File: src/sv/tfcm_pkg.sv
`default_nettype none

package tfcm_pkg;

  // display_mode codes; the unused code behaves like MODE_NORMAL
  typedef enum logic [2:0] {
    MODE_NORMAL      = 3'd0,
    MODE_TEMPERATURE = 3'd1,
    MODE_HUMIDITY    = 3'd2,
    MODE_ELEVATION   = 3'd3,
    MODE_RADIATION   = 3'd4,
    MODE_RESOURCES   = 3'd5,
    MODE_BIOMES      = 3'd6
  } mode_t;

  localparam int unsigned MODE_W = 3;

  typedef struct packed {
    logic signed [15:0] temperature;
    logic [12:0]        humidity;
    logic [12:0]        elevation;
    logic [12:0]        radiation;
    logic [12:0]        resources;
    logic [7:0]         biome_id;
    logic [7:0]         base_red;
    logic [7:0]         base_green;
    logic [7:0]         base_blue;
    logic [7:0]         base_alpha;
    logic               tile_empty;
    logic signed [15:0] height;
  } cell_t;

  typedef struct packed {
    logic [7:0] top_red;
    logic [7:0] top_green;
    logic [7:0] top_blue;
    logic [7:0] top_alpha;
    logic [7:0] left_red;
    logic [7:0] left_green;
    logic [7:0] left_blue;
    logic [7:0] right_red;
    logic [7:0] right_green;
    logic [7:0] right_blue;
    logic       draw_tile;
    logic       volumetric;
  } result_t;

endpackage

`default_nettype wire

File: src/sv/tfcm_map.sv
`default_nettype none

module tfcm_map
  import tfcm_pkg::*;
(
  input  cell_t             tile,
  input  logic [MODE_W-1:0] mode,
  output result_t           res
);

  // floor(x/5), exact for x < 2730
  function automatic logic [8:0] div5(input logic [10:0] x);
    logic [21:0] p;
    p = 22'(x) * 22'd1639;
    return 9'(p >> 13);
  endfunction

  // floor(x/3), exact for x < 2048
  function automatic logic [9:0] div3(input logic [10:0] x);
    logic [21:0] p;
    p = 22'(x) * 22'd683;
    return 10'(p >> 11);
  endfunction

  // floor(x/25), exact for x < 4096
  function automatic logic [7:0] div25(input logic [11:0] x);
    logic [24:0] p;
    p = 25'(x) * 25'd5243;
    return 8'(p >> 17);
  endfunction

  function automatic logic [7:0] sat8(input logic [9:0] x);
    return (x > 10'd255) ? 8'd255 : x[7:0];
  endfunction

  function automatic logic [12:0] clamp_frac(input logic [12:0] x);
    return (x > 13'd4096) ? 13'd4096 : x;
  endfunction

  // biome colors by hue step (id mod 9), hue = 40 * step
  function automatic logic [23:0] biome_rgb(input logic [3:0] j);
    logic [23:0] c;
    case (j)
      4'd0:    c = {8'd229, 8'd45,  8'd45};
      4'd1:    c = {8'd229, 8'd168, 8'd45};
      4'd2:    c = {8'd168, 8'd229, 8'd45};
      4'd3:    c = {8'd45,  8'd229, 8'd45};
      4'd4:    c = {8'd45,  8'd229, 8'd168};
      4'd5:    c = {8'd45,  8'd168, 8'd229};
      4'd6:    c = {8'd45,  8'd45,  8'd229};
      4'd7:    c = {8'd168, 8'd45,  8'd229};
      4'd8:    c = {8'd229, 8'd45,  8'd168};
      default: c = {8'd229, 8'd45,  8'd45};
    endcase
    return c;
  endfunction

  // temperature ramp
  logic [16:0] t_ext;
  logic [16:0] t_mag;
  logic [9:0]  n_neg;
  logic [10:0] n_pos;
  logic [10:0] m_pos;
  logic [16:0] g_neg_sum;
  logic [9:0]  t_r, t_g, t_b;

  // humidity ramp
  logic [12:0] hum;
  logic [11:0] hd;
  logic [19:0] h_r_p, h_g_p, h_b_p;
  logic [9:0]  h_r, h_g, h_b;

  // elevation ramp
  logic [12:0] elev;
  logic [15:0] e10;
  logic [14:0] e25;
  logic [13:0] ed_mid, ed_hi;
  logic [21:0] em_r, em_g, em_b;
  logic [18:0] eh_r;
  logic [20:0] eh_g;
  logic [21:0] eh_b;
  logic [9:0]  e_r, e_g, e_b;

  // threshold levels
  logic [15:0] rad10, res10;
  logic [23:0] rad_rgb, res_rgb;

  // biomes
  logic [15:0] bq_p;
  logic [4:0]  bq;
  logic [7:0]  bj_full;
  logic [23:0] bio_rgb;

  logic [9:0]  c_r, c_g, c_b;
  logic [7:0]  top_r, top_g, top_b, top_a;
  logic        raised;

  always_comb begin
    t_ext = {tile.temperature[15], tile.temperature};
    t_mag = tile.temperature[15] ? (17'd0 - t_ext) : t_ext;
    n_neg = (t_mag > 17'd800) ? 10'd800 : t_mag[9:0];
    n_pos = (t_mag > 17'd1600) ? 11'd1600 : t_mag[10:0];
    m_pos = 11'd1600 - n_pos;
    g_neg_sum = 17'd80000 + 17'(n_neg) * 17'd55;
    if (tile.temperature[15]) begin
      t_r = 10'((10'd800 - n_neg) >> 3);
      t_g = 10'(div25(12'(g_neg_sum >> 5)));
      t_b = 10'd255;
    end else if (n_pos < 11'd800) begin
      t_r = 10'(div5(11'((16'(n_pos) * 16'd51) >> 5)));
      t_g = 10'd255;
      t_b = 10'((11'd800 - n_pos) >> 4);
    end else begin
      t_r = 10'd255;
      t_g = 10'(div5(11'((16'(m_pos) * 16'd51) >> 5)));
      t_b = 10'd0;
    end
  end

  always_comb begin
    hum = clamp_frac(tile.humidity);
    hd  = 12'(hum - 13'd2048);
    if (hum < 13'd2048) begin
      h_r_p = 20'd255 * 20'(13'd2048 - hum);
      h_g_p = 20'd522240 - 20'd100 * 20'(hum);
      h_b_p = 20'd102400 + 20'd100 * 20'(hum);
      h_r   = 10'(h_r_p >> 11);
    end else begin
      h_r_p = 20'd0;
      h_g_p = 20'd155 * 20'(13'd2048 - 13'(hd));
      h_b_p = 20'd307200 + 20'd105 * 20'(hd);
      h_r   = 10'd0;
    end
    h_g = 10'(h_g_p >> 11);
    h_b = 10'(h_b_p >> 11);
  end

  always_comb begin
    elev   = clamp_frac(tile.elevation);
    e10    = 16'(elev) * 16'd10;
    e25    = 15'(elev) * 15'd25;
    ed_mid = 14'(e10 - 16'd12288);
    ed_hi  = 14'(e10 - 16'd28672);
    em_r   = 22'd100 * 22'(ed_mid);
    em_g   = 22'd2293760 - 22'd40 * 22'(ed_mid);
    em_b   = 22'd983040 - 22'd40 * 22'(ed_mid);
    eh_r   = 19'd25 * 19'(ed_hi);
    eh_g   = 21'd155 * 21'(ed_hi);
    eh_b   = 22'd235 * 22'(ed_hi);
    if (e10 < 16'd12288) begin
      e_r = 10'd20 + 10'(e25 >> 9);
      e_g = 10'd80 + 10'(e25 >> 9);
      e_b = 10'd20 + div3(11'(e25 >> 8));
    end else if (e10 < 16'd28672) begin
      e_r = 10'd80 + 10'(em_r >> 14);
      e_g = 10'(em_g >> 14);
      e_b = 10'(em_b >> 14);
    end else begin
      e_r = 10'd180 + 10'(eh_r >> 12);
      e_g = 10'd100 + div3(11'(eh_g >> 12));
      e_b = 10'd20 + div3(11'(eh_b >> 12));
    end
  end

  always_comb begin
    rad10 = 16'(clamp_frac(tile.radiation)) * 16'd10;
    res10 = 16'(clamp_frac(tile.resources)) * 16'd10;
    if (rad10 < 16'd12288)      rad_rgb = {8'd50, 8'd200, 8'd50};
    else if (rad10 < 16'd28672) rad_rgb = {8'd230, 8'd230, 8'd0};
    else                        rad_rgb = {8'd255, 8'd50, 8'd50};
    if (res10 < 16'd12288)      res_rgb = {8'd150, 8'd150, 8'd150};
    else if (res10 < 16'd28672) res_rgb = {8'd50, 8'd50, 8'd200};
    else                        res_rgb = {8'd200, 8'd50, 8'd200};
  end

  always_comb begin
    bq_p    = 16'(tile.biome_id) * 16'd228;
    bq      = 5'(bq_p >> 11);
    bj_full = tile.biome_id - 8'(bq) * 8'd9;
    bio_rgb = biome_rgb(bj_full[3:0]);
  end

  always_comb begin
    top_a = 8'd255;
    unique case (mode)
      MODE_TEMPERATURE: begin
        c_r = t_r; c_g = t_g; c_b = t_b;
      end
      MODE_HUMIDITY: begin
        c_r = h_r; c_g = h_g; c_b = h_b;
      end
      MODE_ELEVATION: begin
        c_r = e_r; c_g = e_g; c_b = e_b;
      end
      MODE_RADIATION: begin
        c_r = 10'(rad_rgb[23:16]); c_g = 10'(rad_rgb[15:8]); c_b = 10'(rad_rgb[7:0]);
      end
      MODE_RESOURCES: begin
        c_r = 10'(res_rgb[23:16]); c_g = 10'(res_rgb[15:8]); c_b = 10'(res_rgb[7:0]);
      end
      MODE_BIOMES: begin
        c_r = 10'(bio_rgb[23:16]); c_g = 10'(bio_rgb[15:8]); c_b = 10'(bio_rgb[7:0]);
      end
      default: begin
        c_r   = 10'(tile.base_red);
        c_g   = 10'(tile.base_green);
        c_b   = 10'(tile.base_blue);
        top_a = tile.base_alpha;
      end
    endcase
    top_r = sat8(c_r);
    top_g = sat8(c_g);
    top_b = sat8(c_b);
  end

  always_comb begin
    raised = !tile.height[15] && (tile.height != 16'sd0);
    res = '0;
    if (!tile.tile_empty) begin
      res.top_red    = top_r;
      res.top_green  = top_g;
      res.top_blue   = top_b;
      res.top_alpha  = top_a;
      res.draw_tile  = 1'b1;
      res.volumetric = raised;
      if (raised) begin
        // 0.7 shade: floor(7c/10) = floor(floor(7c/2)/5)
        res.left_red    = 8'(div5(11'((11'(top_r) * 11'd7) >> 1)));
        res.left_green  = 8'(div5(11'((11'(top_g) * 11'd7) >> 1)));
        res.left_blue   = 8'(div5(11'((11'(top_b) * 11'd7) >> 1)));
        res.right_red   = top_r >> 1;
        res.right_green = top_g >> 1;
        res.right_blue  = top_b >> 1;
      end
    end
  end

endmodule

`default_nettype wire

File: src/sv/tile_false_color_mapper_top.sv
// False-color mapper for map cells.
// Input stream (in_*): one word per cell with its measured properties; the
// empty flag rides on in_tuser. Output stream (out_*): one word per cell with
// the top face color and the left/right side shades; draw and volumetric
// flags ride on out_tuser. Every input word yields exactly one output word.
// Configuration: APB-style port, display_mode at byte address 0. Change it
// only while no word is in flight.
// Path: input register, mapping logic, result register; out_tvalid rises once
// the word sits in the result register. Throughput: one word per cycle while
// out_tready stays high; the whole mapping is a single pass of constant
// multiplies and shifts between the two registers.
// Reset (rst_n low, synchronous): both stages empty, display_mode = normal.
// Stall: when out_tready is low the result register holds; the input register
// takes one more word if empty, then in_tready drops until the result drains.
`default_nettype none

module tile_false_color_mapper_top
  import tfcm_pkg::*;
(
  input  wire logic          clk,
  input  wire logic          rst_n,
  // in_tdata, from bit 0 up: temperature[15:0], humidity[28:16],
  // elevation[41:29], radiation[54:42], resources[67:55], biome_id[75:68],
  // base_red[83:76], base_green[91:84], base_blue[99:92],
  // base_alpha[107:100], height[123:108], zero fill[127:124]
  input  wire logic          in_tvalid,
  output logic               in_tready,
  input  wire logic [127:0]  in_tdata,
  // in_tuser: tile_empty[0]
  input  wire logic [0:0]    in_tuser,
  // out_tdata, from bit 0 up: top_red, top_green, top_blue, top_alpha,
  // left_red, left_green, left_blue, right_red, right_green, right_blue
  // (8 bits each)
  output logic               out_tvalid,
  input  wire logic          out_tready,
  output logic [79:0]        out_tdata,
  // out_tuser: draw_tile[0], volumetric[1]
  output logic [1:0]         out_tuser,
  input  wire logic          psel,
  input  wire logic          penable,
  input  wire logic          pwrite,
  input  wire logic [2:0]    paddr,
  input  wire logic [31:0]   pwdata,
  output logic [31:0]        prdata,
  output logic               pready
);

  localparam logic REG_DISPLAY_MODE = 1'b0;

  logic [MODE_W-1:0] mode_r;
  logic              in_valid_r;
  logic              in_valid_nxt;
  cell_t             cell_r;
  cell_t             cell_in;
  logic              out_valid_r;
  logic              out_valid_nxt;
  result_t           res_r;
  result_t           res_map;
  logic              out_free;
  logic              cfg_wr;

  // register file
  assign pready = 1'b1;
  assign cfg_wr = psel && penable && pwrite && (paddr[2] == REG_DISPLAY_MODE);
  assign prdata = (paddr[2] == REG_DISPLAY_MODE) ? {29'd0, mode_r} : 32'd0;

  always_ff @(posedge clk) begin
    if (!rst_n) begin
      mode_r <= MODE_NORMAL;
    end else if (cfg_wr) begin
      mode_r <= pwdata[MODE_W-1:0];
    end
  end

  // unpack the input word
  assign cell_in.temperature = in_tdata[15:0];
  assign cell_in.humidity    = in_tdata[28:16];
  assign cell_in.elevation   = in_tdata[41:29];
  assign cell_in.radiation   = in_tdata[54:42];
  assign cell_in.resources   = in_tdata[67:55];
  assign cell_in.biome_id    = in_tdata[75:68];
  assign cell_in.base_red    = in_tdata[83:76];
  assign cell_in.base_green  = in_tdata[91:84];
  assign cell_in.base_blue   = in_tdata[99:92];
  assign cell_in.base_alpha  = in_tdata[107:100];
  assign cell_in.height      = in_tdata[123:108];
  assign cell_in.tile_empty  = in_tuser[0];

  // result slot can take a new word when empty or being drained
  assign out_free  = !out_valid_r || out_tready;
  assign in_tready = !in_valid_r || out_free;

  assign in_valid_nxt  = in_tready ? in_tvalid : in_valid_r;
  assign out_valid_nxt = out_free ? in_valid_r : out_valid_r;

  always_ff @(posedge clk) begin
    if (!rst_n) begin
      in_valid_r  <= 1'b0;
      out_valid_r <= 1'b0;
    end else begin
      in_valid_r  <= in_valid_nxt;
      out_valid_r <= out_valid_nxt;
    end
  end

  // capture the cell; hold while the result side is stalled
  always_ff @(posedge clk) begin
    if (in_tvalid && in_tready) begin
      cell_r <= cell_in;
    end
  end

  tfcm_map u_map (
    .tile (cell_r),
    .mode (mode_r),
    .res  (res_map)
  );

  // advance the mapped color into the result register
  always_ff @(posedge clk) begin
    if (in_valid_r && out_free) begin
      res_r <= res_map;
    end
  end

  assign out_tvalid = out_valid_r;
  assign out_tdata  = {res_r.right_blue, res_r.right_green, res_r.right_red,
                       res_r.left_blue, res_r.left_green, res_r.left_red,
                       res_r.top_alpha, res_r.top_blue, res_r.top_green,
                       res_r.top_red};
  assign out_tuser  = {res_r.volumetric, res_r.draw_tile};

endmodule

`default_nettype wire

File: config.mk
export PLATFORM = sky130hd
export DESIGN_NAME = tile_false_color_mapper_top
export DESIGN_NICKNAME = d
export VERILOG_FILES = /design/src/sv/tfcm_pkg.sv /design/src/sv/tfcm_map.sv /design/src/sv/tile_false_color_mapper_top.sv
export SDC_FILE = /design/constraint.sdc
export NUM_CORES = 2
export LEC_CHECK = 0
export BUFFER_PORTS_ARGS = -buffer_cell sky130_fd_sc_hd__clkbuf_2
export CAP_MARGIN = 20
export CORE_ASPECT_RATIO = 0.6
export CORE_MARGIN = 2
export CORE_UTILIZATION = 50
export CTS_CLUSTER_DIAMETER = 200
export DETAILED_ROUTE_END_ITERATION = 16
export PLACE_DENSITY = 0.74
export SLEW_MARGIN = 15
export SYNTH_ARGS = -nofsm -noshare
export SYNTH_HDL_FRONTEND = slang
export SYNTH_SLANG_ARGS = --single-unit
File: constraint.sdc
create_clock -name clk -period 27 [get_ports clk]
set_input_delay 1.35 -clock clk [delete_from_list [all_inputs] [get_ports clk]]
set_output_delay 1.35 -clock clk [all_outputs]
set_load 0.02 [all_outputs]
# After elaboration in Yosys (flattened, before gate mapping)
# Memories as Yosys holds them, arrays and structs flattened.
# Cells that the tools add are included.
# W data, S select, Z words.
# op_classes
addsub,23
mul,30
div,0
n_lt_le_gt_ge,17
n_eq_ne,6
shifts,0
n_mux,35
bitwise,2
reduce_logical,14
# op_table
op,count
$pmux W10 S6,3
$mux W24,3
$mux W10,7
$mul A10 B11 Y21 const B,3
$gt A13 B13 Y1 const B,4
$mux W13,4
$lt A16 B14 Y1 const B,3
$lt A16 B15 Y1 const B,3
$mul A13 B3 Y15 const B,3
$mux W9,5
$mul A11 B11 Y22 const B,2
$mul A8 B20 Y20 const A,2
$mux W20,2
$mux W8,5
$mul A5 B14 Y19 const A,2
$mul A8 B3 Y11 const B,3
$mul A11 B6 Y16 const B,2
$gt A10 B8 Y1 const B,3
$sub A14 B14 Y14 const B,2
$mul A12 B13 Y25 const B,1
$mul A8 B14 Y22 const A,1
$sub A22 B20 Y22 const A,1
$mul A8 B14 Y21 const A,1
$mux W21,1
48 further kinds,61
# word_totals
regBits,212
latchBits,0
ram_bits,0
mem_bits_ro,240
input_bits,171
elab_cells,158
mem_count,1
# memory_table
name,words,width,read_ports,rd_clocked_by_memory_dff,wr,line,text
(name not given),16,15,1,0,0,tfcm_map.sv:43,case (j)

# Longest topological paths before layout
# depth
ltp_word,14
depth_mapped,81
depth_no_buf,81

# Hierarchy
# A second synthesis with hierarchy kept.
# hier_totals
hier_cells,5291
area_unflattened_um2,49562.5
# by_module_without_submodules
mod,n_inst,cells_per_inst,area_each_um2
tfcm_map,1,5025,42877.4
tile_false_color_mapper_top,1,266,6685.2

# Worst setup path before layout
# Ideal clock, no wire load.
# synth_timing
path_kind,reg2reg
start,reg cell_r[95] (netlist name)
end,"reg res_r, in the netlist out_tdata[55] (data pin)"
setup_time_ns,0.266
t_arrival_ns,18.293
required_ns,26.734
slack_ns,8.441
stages_incl_launch_ff,79
path_cell_list,edfxtp_1 clkinv_1 nand2_1 inv_1 ha_1 ha_1 inv_1 fa_1 nor2b_1 o21a_1 nor2_1 xnor2_1 inv_1 fa_1 inv_1 fa_1 inv_1 fa_1 [... 43 more ...] inv_1 fa_1 fa_1 fa_1 inv_1 fa_1 inv_1 fa_1 inv_1 ha_1 a21oi_1 o21ai_0 a211oi_1 nor3_1 a2111oi_0 o21bai_1 xnor2_1 nor2_1
# synth_via
elab_chain_cells,14
word_cells_on_any_way,22
# synth_rtl
item,line,text
from (decl),tile_false_color_mapper_top.sv:53,cell_t cell_r;
from (signal assigned),tile_false_color_mapper_top.sv:109,cell_r <= cell_in;
$gt A13 B13 Y1,tfcm_map.sv:37,return (x > 13'd4096) ? 13'd4096 : x;
$mux W13 *,tfcm_map.sv:37,
$mul A13 B3 Y15,tfcm_map.sv:140,e10 = 16'(elev) * 16'd10;
$sub A14 B14 Y14,"tfcm_map.sv:142, tfcm_map.sv:143",
$mul A8 B14 Y22,tfcm_map.sv:149,eh_b = 22'd235 * 22'(ed_hi);
$mul A10 B10 Y20,tfcm_map.sv:21,p = 22'(x) * 22'd683;
$add A5 B10 Y10,tfcm_map.sv:161,e_b = 10'd20 + div3(11'(eh_b >> 12));
$mux W10,tfcm_map.sv:154,end else if (e10 < 16'd28672) begin
$mux W10 *,tfcm_map.sv:150,if (e10 < 16'd12288) begin
$pmux W10 S6 *,tfcm_map.sv:185,unique case (mode)
$gt A10 B8 Y1,tfcm_map.sv:33,return (x > 10'd255) ? 8'd255 : x[7:0];
$mux W8 *,tfcm_map.sv:33,
via u_map.top_b[2],tfcm_map.sv:95,"logic [7:0] top_r, top_g, top_b, top_a;"
$mul A8 B3 Y11 *,tfcm_map.sv:230,res.left_blue = 8'(div5(11'((11'(top_b) * 11'd7) >> 1)));
$mul A10 B11 Y21 *,tfcm_map.sv:14,p = 22'(x) * 22'd1639;
to (signal assigned),tile_false_color_mapper_top.sv:122,res_r <= res_map;
to (decl),tile_false_color_mapper_top.sv:57,result_t res_r;
# Mark *: on every way through the listed nets, which the timed path passes. The rest lies on a longest branch.
# A chain may end at the register's enable or synchronous reset.

# Final worst setup path
# Ends and elaborated chain as after synthesis.

==> results.txt <==
* Share of synthesized area occupied by flip-flops and latches: 0.1290
* Kind of critical path: flip-flop to flip-flop
* Most common cell on crit path: sky130_fd_sc_hd__fa_1
* Top-area cell type share of the netlist area: 0.2884
- Among cell families on the critical path, the largest total delay comes from adder cells.
* Via count: 36,295
- Pin placement for this block handled 288 I/O pins.
- Level count of the clock H-tree: 1
- For this run, asynchronously set or reset flops after synthesis account for 0.
- For this run, the post-layout net count is 7,139.
- Setup repair after global routing left no endpoint under its margin.
- Worst Path Required: 27,310 ps
- The worst setup path is launched from a flip-flop.
- Initial antenna violation count: 3
- The smallest clock period supported by the final layout is computed as 21,910 ps.
- Clock-pin slew reported for the worst setup and hold paths after clock tree synthesis: 70 ps
* Sum of net half-perimeters after detailed placement: 105,900 um
- Entering global routing, the biggest net connects 78 pins.
- Once detail routing completed, the nets flagged for antenna violations numbered 0.
- No sink is reached through more buffers than the 3 on the longest clock path.
- Die width: 405.0 um
* Reg2Reg Setup Slack: 5090 ps
- Growth of design area from synthesis to finish: 6.903%
- After detailed routing, the total wire length is 120,900 um.
- Arrival time of the worst setup path: 22,220 ps
- The min-delay analysis places its worst path in the category flip-flop to flip-flop.
- In the synthesized netlist, the cells that appear most often are sky130_fd_sc_hd__inv_1 (1,159), sky130_fd_sc_hd__ha_1 (1,112), sky130_fd_sc_hd__fa_1 (518), sky130_fd_sc_hd__nor2_1 (267), sky130_fd_sc_hd__nand2_1 (209).
- Worst R2R Path Depth: 75
- Timing would allow up to 45.64 MHz.
* Iteration count of the initial detailed-routing pass: 5
- Among all stages on the critical path, the largest delay is contributed by sky130_fd_sc_hd__a2111oi_0.
- In this design, the stage delay of the slowest critical-path cell is 770 ps.
- The final hold violation count is 0.
* Run status: completed
- In the final layout, the share of cells above drive strength 1 is 0.06612.
- Post-Place Cell Area: 50,900 um^2
- The count of buffers added on input and output ports is 219.
- Ranked by total cell area, the synthesized netlist is headed by sky130_fd_sc_hd__ha_1 (29%), sky130_fd_sc_hd__fa_1 (21%), sky130_fd_sc_hd__edfxtp_1 (13%).
- For this run, the leading register cell type out of synthesis is sky130_fd_sc_hd__edfxtp_1.
- At the pin with the least slew margin, the transition time is 1084 ps.
- The synthesized netlist occupies a cell area of 48,250 um^2.
- Remaining global-route overflow: 0
- Worst hold-check slack: 531.7 ps
- The tree is rooted in a sky130_fd_sc_hd__clkbuf_16.
- Post-CTS setup repair buffer count: 0
- In the final routed layout, each cell accounts on average for 18.16 um.
- The via count of the first global-routing pass came to 35,840.
- On the final layout, the worst clock skew is 35.64 ps.
- Starting density of the core: 0.5031
- Via density: 5.450
- Mean Syn Cell Area: 9.426 um^2
- Number of warnings reported in the yosys synthesis log: 0
- Setup violations remaining at the end of the flow were counted as 0.
- Aggregate global-route resource usage: 0.2472
- Clock buffer count from CTS: 23
- CTS saw 209 sinks.
- Core Area: 95,900 um^2
- PostCTS Resize Cnt: 0
* Post-detailed-route DRC marker count: 0
* Final-report max-slew violation count: 0
- Portion of the clock cycle consumed by the worst path in the final layout: 0.8115
- Wire length of the first global-routing pass: 195,200 um
* Cell area after layout: 51,580 um^2
- Number of maximum-capacitance constraint violations: 0
- TritonCTS built the clock tree.
- Summed over all instances, the cell type with the most area after synthesis is sky130_fd_sc_hd__ha_1.
- FP Rows: 88
- Die area: 99,080 um^2
- Headroom to the max-slew limit came out at 0.2772.
- Overall die height: 244.6 um
- Number of standard cells after synthesis: 5,119
- Yosys mapped a number of flops with a built-in enable equal to 204.
- Latest clock arrival within the worst-skew pair: 600 ps
- Iteration-0 DRC Markers: 2,619
* Depth of the worst hold-timing path: 1
* Placer's final routability congestion estimate: 1.015
- Crit path buf inv count: 15
- Seq cells post-synth: 209
* Most repeated cell in the gate-level netlist after synthesis: sky130_fd_sc_hd__inv_1
- Setup Total Neg Slack: 0 ps
- In this run the number of cells on the critical path is 75.
- Number of distinct standard cells referenced by the synthesized netlist: 107
- Hold-fix buffers, CTS: 0
- Worst-path fanout max: 14
- Endpoint kind of the worst setup timing path: flip-flop
## cells in the final DEF, fill, tap and decap left out, types with 18 or more instances in the layout
master	netlist	final
sky130_fd_sc_hd__inv_1	1159	1159
sky130_fd_sc_hd__nand2b_1	29	29
sky130_fd_sc_hd__o211ai_1	28	28
sky130_fd_sc_hd__o31ai_1	18	18
sky130_fd_sc_hd__a31oi_1	30	29
sky130_fd_sc_hd__a211oi_1	47	47
sky130_fd_sc_hd__a21oi_1	200	200
sky130_fd_sc_hd__fa_1	518	518
sky130_fd_sc_hd__ha_1	1112	1112
sky130_fd_sc_hd__xnor2_1	188	188
sky130_fd_sc_hd__o21a_1	39	39
sky130_fd_sc_hd__nor2b_1	49	48
sky130_fd_sc_hd__and2_1	45	44
sky130_fd_sc_hd__nand2_1	209	209
sky130_fd_sc_hd__nor3_1	68	68
sky130_fd_sc_hd__clkbuf_2	0	219
sky130_fd_sc_hd__conb_1	2	33
sky130_fd_sc_hd__clkbuf_16	0	23
sky130_fd_sc_hd__a21o_1	71	71
sky130_fd_sc_hd__xor2_1	109	109
sky130_fd_sc_hd__or3_1	30	30
sky130_fd_sc_hd__buf_4	33	34
sky130_fd_sc_hd__nand4_1	32	32
sky130_fd_sc_hd__and3_1	32	32
sky130_fd_sc_hd__nand3_1	58	58
sky130_fd_sc_hd__o21bai_1	32	32
sky130_fd_sc_hd__mux2i_1	18	18
sky130_fd_sc_hd__nor2_1	267	267
sky130_fd_sc_hd__edfxtp_1	204	204
sky130_fd_sc_hd__o21ai_0	119	119
## area by class of cell
cell class / instances / area, um^2
timing repair buffer: 253 / 1351
antenna: 1 / 2.502
multi-input combinational: 3687 / 37320
clock buffer: 26 / 586.8
inverter: 1164 / 4369
tap: 1305 / 1633
clock inverter: 15 / 97.59
fill: 8569 / 44320
sequential: 209 / 6226
## stage by stage
stage	cells	util	setup slack (ps)
after CTS	6659	0.5378	5208
after floorplan	5150	-	8441
after global placement	6618	0.5307	5853
after detailed placement	6618	0.5307	5329
final	6660	0.5379	5090
after global routing	6660	0.5379	3743
## logic make-up after synthesis
| kind of cell | Yosys count | synth area share |
|---|---|---|
| buf+inv | 1254 | 0.1004 |
| fa+ha+maj | 1630 | 0.5033 |
| compound gates | 801 | 0.1152 |
| xor+xnor | 299 | 0.05484 |
| mux | 21 | 0.004512 |
| simple gates | 903 | 0.09265 |
| other cells | 2 | 0.0001556 |
| flops | 209 | 0.1290 |
## flip-flops by register name, indices dropped and copies added, names as in the netlist
name	count
cell_r	125
in_valid_r	1
out_tdata	77
mode_r	3
out_tvalid	1
out_tuser	2
## metal layers
layer,GRT usage,part of all wire,up-vias
met1,0.3826,0.50,17647
li1,-,-,17521
met5,0,0.00017,-
met4,0.04631,0.020,4
met3,0.04887,0.079,98
met2,0.3553,0.41,1025
## path summary, 6_finish.rpt
path / from / end
worst min register to register: in_valid_r / out_tvalid
worst min-delay path: in_valid_r / out_tvalid
worst max-delay path: cell_r[95] / out_tdata[55]
worst max register to register: cell_r[95] / out_tdata[55]
Power is not shown: default switching activity piles up to over one toggle a cycle in this logic, so the estimate is an artifact.
